## config.mk

```make
export PLATFORM = sky130hd
export DESIGN_NAME = dmm_div_pipe
export DESIGN_NICKNAME = d
export VERILOG_FILES = /design/src/dmm_div_pipe.sv
export SDC_FILE = /design/constraint.sdc
export NUM_CORES = 2
export LEC_CHECK = 0
export BUFFER_PORTS_ARGS = -buffer_cell sky130_fd_sc_hd__buf_2
export CAP_MARGIN = 10
export CELL_PAD_IN_SITES_DETAIL_PLACEMENT = 0
export CELL_PAD_IN_SITES_GLOBAL_PLACEMENT = 1
export CORE_MARGIN = 2
export CORE_UTILIZATION = 52
export CTS_CLUSTER_DIAMETER = 80
export DETAILED_ROUTE_END_ITERATION = 7
export GPL_ROUTABILITY_DRIVEN = 0
export HOLD_SLACK_MARGIN = 0.02
export PLACE_DENSITY_LB_ADDON = 0.1
export SETUP_SLACK_MARGIN = 0.2
export SLEW_MARGIN = 5
export SYNTH_ARGS = -nofsm -noshare
export SYNTH_HDL_FRONTEND = slang
export SYNTH_SLANG_ARGS = --single-unit
```

## constraint.sdc

```tcl
create_clock -name clk -period 5.1 [get_ports clk]
set_input_delay 0 -clock clk [delete_from_list [all_inputs] [get_ports clk]]
set_output_delay 0 -clock clk [all_outputs]
set_load 0.05 [all_outputs]
```

## src/dmm_div_pipe.sv

```systemverilog
// Pipelined restoring divider, one quotient bit per stage, several lanes.
module dmm_div_pipe #(
  parameter int LANES = 2,
  parameter int DW    = 26,
  parameter int QW    = 15,
  parameter int SW    = 2
) (
  input  logic          clk,
  input  logic          rst_n,
  input  logic          en,
  input  logic          in_valid,
  input  logic [DW-1:0] in_rem [LANES],
  input  logic [QW-1:0] in_low [LANES],
  input  logic [DW-1:0] in_div [LANES],
  input  logic [SW-1:0] in_side,
  output logic          out_valid,
  output logic [QW-1:0] out_quo [LANES],
  output logic [SW-1:0] out_side
);

  logic [DW-1:0] rem_r   [QW][LANES];
  logic [DW-1:0] rem_nxt [QW][LANES];
  logic [QW-1:0] low_r   [QW][LANES];
  logic [QW-1:0] low_nxt [QW][LANES];
  logic [DW-1:0] div_r   [QW][LANES];
  logic [DW-1:0] div_nxt [QW][LANES];
  logic [SW-1:0] side_r   [QW];
  logic [SW-1:0] side_nxt [QW];
  logic [QW-1:0] vld_r;
  logic [QW-1:0] vld_nxt;

  always_comb begin
    logic [DW-1:0] pr;
    logic [QW-1:0] pl;
    logic [DW-1:0] pd;
    logic [DW:0]   t;
    logic [DW:0]   diff;
    logic          ge;
    for (int k = 0; k < QW; k++) begin
      if (k == 0) begin
        vld_nxt[k]  = in_valid;
        side_nxt[k] = in_side;
      end else begin
        vld_nxt[k]  = vld_r[k-1];
        side_nxt[k] = side_r[k-1];
      end
      for (int l = 0; l < LANES; l++) begin
        if (k == 0) begin
          pr = in_rem[l];
          pl = in_low[l];
          pd = in_div[l];
        end else begin
          pr = rem_r[k-1][l];
          pl = low_r[k-1][l];
          pd = div_r[k-1][l];
        end
        t    = {pr, pl[QW-1]};
        diff = t - {1'b0, pd};
        ge   = (t >= {1'b0, pd});
        rem_nxt[k][l] = ge ? diff[DW-1:0] : t[DW-1:0];
        low_nxt[k][l] = {pl[QW-2:0], ge};
        div_nxt[k][l] = pd;
      end
    end
  end

  always_ff @(posedge clk) begin
    if (!rst_n) begin
      vld_r <= '0;
    end else if (en) begin
      vld_r <= vld_nxt;
    end
  end

  always_ff @(posedge clk) begin
    if (en) begin
      rem_r  <= rem_nxt;
      low_r  <= low_nxt;
      div_r  <= div_nxt;
      side_r <= side_nxt;
    end
  end

  assign out_valid = vld_r[QW-1];
  assign out_quo   = low_r[QW-1];
  assign out_side  = side_r[QW-1];

endmodule

```

# == Yosys cells after proc, flatten, opt, wreduce, memory -nomap -nowiden ==
# Cells that the tools add are included.
# W data, S select, Z words.
# word_totals
input_bits,140
wordCells,188
out_inout_bits,33
ff_bits,1951
# classes
order_cmp,30
n_mux,28
addsub,28
# ops
cell,n
$ge A27 B26 Y1,30
$mux W26,28
$sub A26 B26 Y26,28

# == Longest topological paths before layout ==
# logic_depth
depth_word,2
ltp_mapped,15
depth_no_buf,14

# == Worst setup path before layout ==
# No wires, ideal clock.
# synth_path
kind,reg-to-reg
startpoint,register low_r[74] (netlist name)
endpoint,"register rem_r[74] (netlist name), data pin"
required_ns,4.840
arrival_ns,3.296
slack_ns,1.545
stages_incl_launch_ff,15
synth_period_minus_slack_ns,3.555
path_buffers,0
setup_time_ns,0.260
cell_sequence,edfxtp_1 inv_1 ha_1 inv_1 fa_1 a21oi_1 o22ai_1 or4_1 a31o_2 a221oi_2 nor3_1 or3_1 mux2i_1 o311ai_0 mux2_2
# synth_lines
element,line_no,text
"start, declared",23,logic [QW-1:0] low_r [QW][LANES];
"start signal, assigned",78,low_r <= low_nxt;
"end signal, assigned",77,rem_r <= rem_nxt;
"end, declared",21,logic [DW-1:0] rem_r [QW][LANES];

==> summary.txt <==
CTS resizes = 0
Root Buffer = clkbuf_16
Skew-Pair Late Insertion Delay = 830 ps
Slew HR = 0.321
Status = finished clean
Initial antenna violation count = 5
H-tree depth = 4
FF-to-FF path depth = 11
Fillcell total = 16600
Worst Setup SP = in_rem[5]
Cell count of the worst hold path = 3
Vias in the first global route = 66000
Overflow after GRT = 0
Post-route cell area = 119000 um2
Reg clk slew, reported paths = 60 ps
RSZ-0062 raised after global routing = no
Worst-Margin Slew = 993 ps
Wirelength, routed = 217000 um
Storage element area = 58400 um2
# Max-Cap Violations = 0
Starting DRT DRC Count = 3845
Largest net degree at the start of global routing = 165
Worst vdd ir = 0.000354 V
Setup Buffers After CTS = 0
DIE AREA = 207000 um2
Worst Clk Skew = 35.1 ps
Async set or reset register ratio after synthesis = 0
CP arrival = 4770 ps
PD cells = 592 nW/um2
Placeable Area = 202000 um2
Commonest non-fill, non-tap cell in the layout = edfxtp_1
Pleak = 48.9 nW
Worst setup path end = rem_r[750]
Flops & latches, synth = 1951
Most frequent cells in the layout = edfxtp_1, inv_1, ha_1, a21oi_1, nand2_1
Period minus WS final = 4200 ps
Max clock buf depth = 3
Critical path launch point type = input port
Global-route usage over all layers = 0.207
Layout area overhead = 12.8%
Mean post-synth cell area = 11.8 um2
Fmax = 238 MHz
First-pass GRT wire length = 345000 um
Drt drc = 0
Synthesized Nets = 9956
Final worst path period share = 0.823
Ports = 173
Initial core utilization = 0.523
Dpl cells = 11700
Multi-input gate area = 42800 um2
Nets = 10500
Count of pins over their slew limit = 0
# clock sinks = 1951
Min-delay worst type = input port to flop
Die Y = 455 um
Share of post-route cells with drive strength above 1 = 0.0975
Most used DFF post-synth = edfxtp_1
RR Endpoint = rem_r[81]
Final setup violation count = 0
CP Capture Type = flop
Reg2reg start = rem_r[130]
Port bufs = 172
Setup_tns = 0 ps
EDFF count, synth = 1936
Crit Path Category = input port to flop
Final Hold Viols = 0
Final non-filler cell total = 12400
Register area share after synthesis = 0.552
Yosys Warn Count = 0
CP required = 5670 ps
Post-DP HPWL = 162000 um
Mapped cell area = 106000 um2
CTS tree = done
Minimum hold slack = 98.8 ps
Final ANT Viol Nets = 0
DIE WIDTH = 455 um
Area after DPL = 110000 um2
Netlist cell types = 91
DR WL/cell = 17.6 um
DRT Pass-1 Iters = 6
Detailed-route via count = 67400
Cells after Synth = 9008
Avg Vias per Cell = 5.45
CTS Hold Bufs = 261
Row cnt = 165
TritonCTS Buffers = 210
Reg2Reg Setup Slack = 1020 ps
CP Max Fanout = 18
-- final cells by class --
class | instances | area share
Clock inverter | 125 | 0.0107
Sequential cell | 1951 | 0.489
Multi-Input combinational cell | 5845 | 0.358
Tap cell | 2672 | 0.0280
Timing Repair Buffer | 500 | 0.0350
Clock buffer | 265 | 0.0470
Inverter | 997 | 0.0313
Antenna cell | 3 | 0.0000629
-- sequential cells by signal, indices dropped and copies added, names as in the netlist --
name      flops
div_nxt     728
vld_r        15
side_nxt     28
rem_r       728
out_quo      30
out_side      2
low_r        28
low_nxt     392
-- through the flow --
stage	util	power (W)	setup WS [ps]
2_1_floorplan	-	0.0485	1540
3_3_place_gp	0.543	0.0552	1120
3_5_place_dp	0.543	0.0556	1060
4_1_cts	0.590	0.0711	1020
5_1_grt	0.590	0.0757	644
6_report	0.590	0.0707	902
-- worst min-delay path by stage --
stage,slack (ps),startpoint,to
CTS,20,in_low[14],rem_r[728]
floorplan,100,in_div[0],div_nxt[676]
global route,70,in_low[14],rem_r[728]
detailed placement,180,in_low[16],low_nxt[408]
global placement,180,in_low[16],low_nxt[408]
finish,100,in_rem[43],rem_r[772]
-- synth_stat cells (65+ instances only) --
cell type,number,area share
clkbuf_1,133,0.0047
o21bai_1,92,0.0065
mux2_2,309,0.033
a31oi_1,73,0.0043
a21o_1,384,0.027
o21a_1,75,0.0053
o21ai_0,480,0.023
nor2_1,512,0.018
edfxtp_1,1936,0.55
nand4_1,112,0.0066
inv_1,997,0.035
nand3_1,137,0.0065
a21oi_1,779,0.037
xnor2_1,381,0.032
ha_1,780,0.092
xor2_1,230,0.019
and3_1,65,0.0038
nand2b_1,80,0.0047
nor2b_1,97,0.0057
nand2_1,518,0.018
nor3_1,85,0.0040
-- power by group --
group,internal (W),switching [W]
Combinational,0.0138,0.0164
Sequential,0.0233,0.00226
Clock,0.00880,0.00617
-- cells by family after synthesis --
group / after synthesis / share of synthesized area
AO/OA/AOI/OAI: 2286 / 0.136
multiplexers: 381 / 0.0413
adder cells (fa/ha/maj): 808 / 0.0975
buffers and inverters: 1212 / 0.0448
XOR/XNOR: 611 / 0.0506
flip-flops: 1951 / 0.552
AND/OR/NAND/NOR: 1759 / 0.0781
-- worst max-delay path: stages --
cell and delay (ps):
dlygate4sd3_1 530, buf_2 130, ha_1 380, nand3_1 170
nor2_1 230, a221o_1 190, a31oi_1 90, o31ai_1 500
a221oi_1 240, o31ai_1 460, a21o_1 570, buf_4 360
mux2_2 360, dlygate4sd3_1 560
-- per-layer routing --
layer  vias up  track usage  routed length [um]
met5         -            0                  13
met3       483       0.0268                6330
li1      34000            -                   -
met2      1131        0.363              107000
met1     31700        0.255               93000
met4         2       0.0939               10300
(Power assumes the default switching activity.)
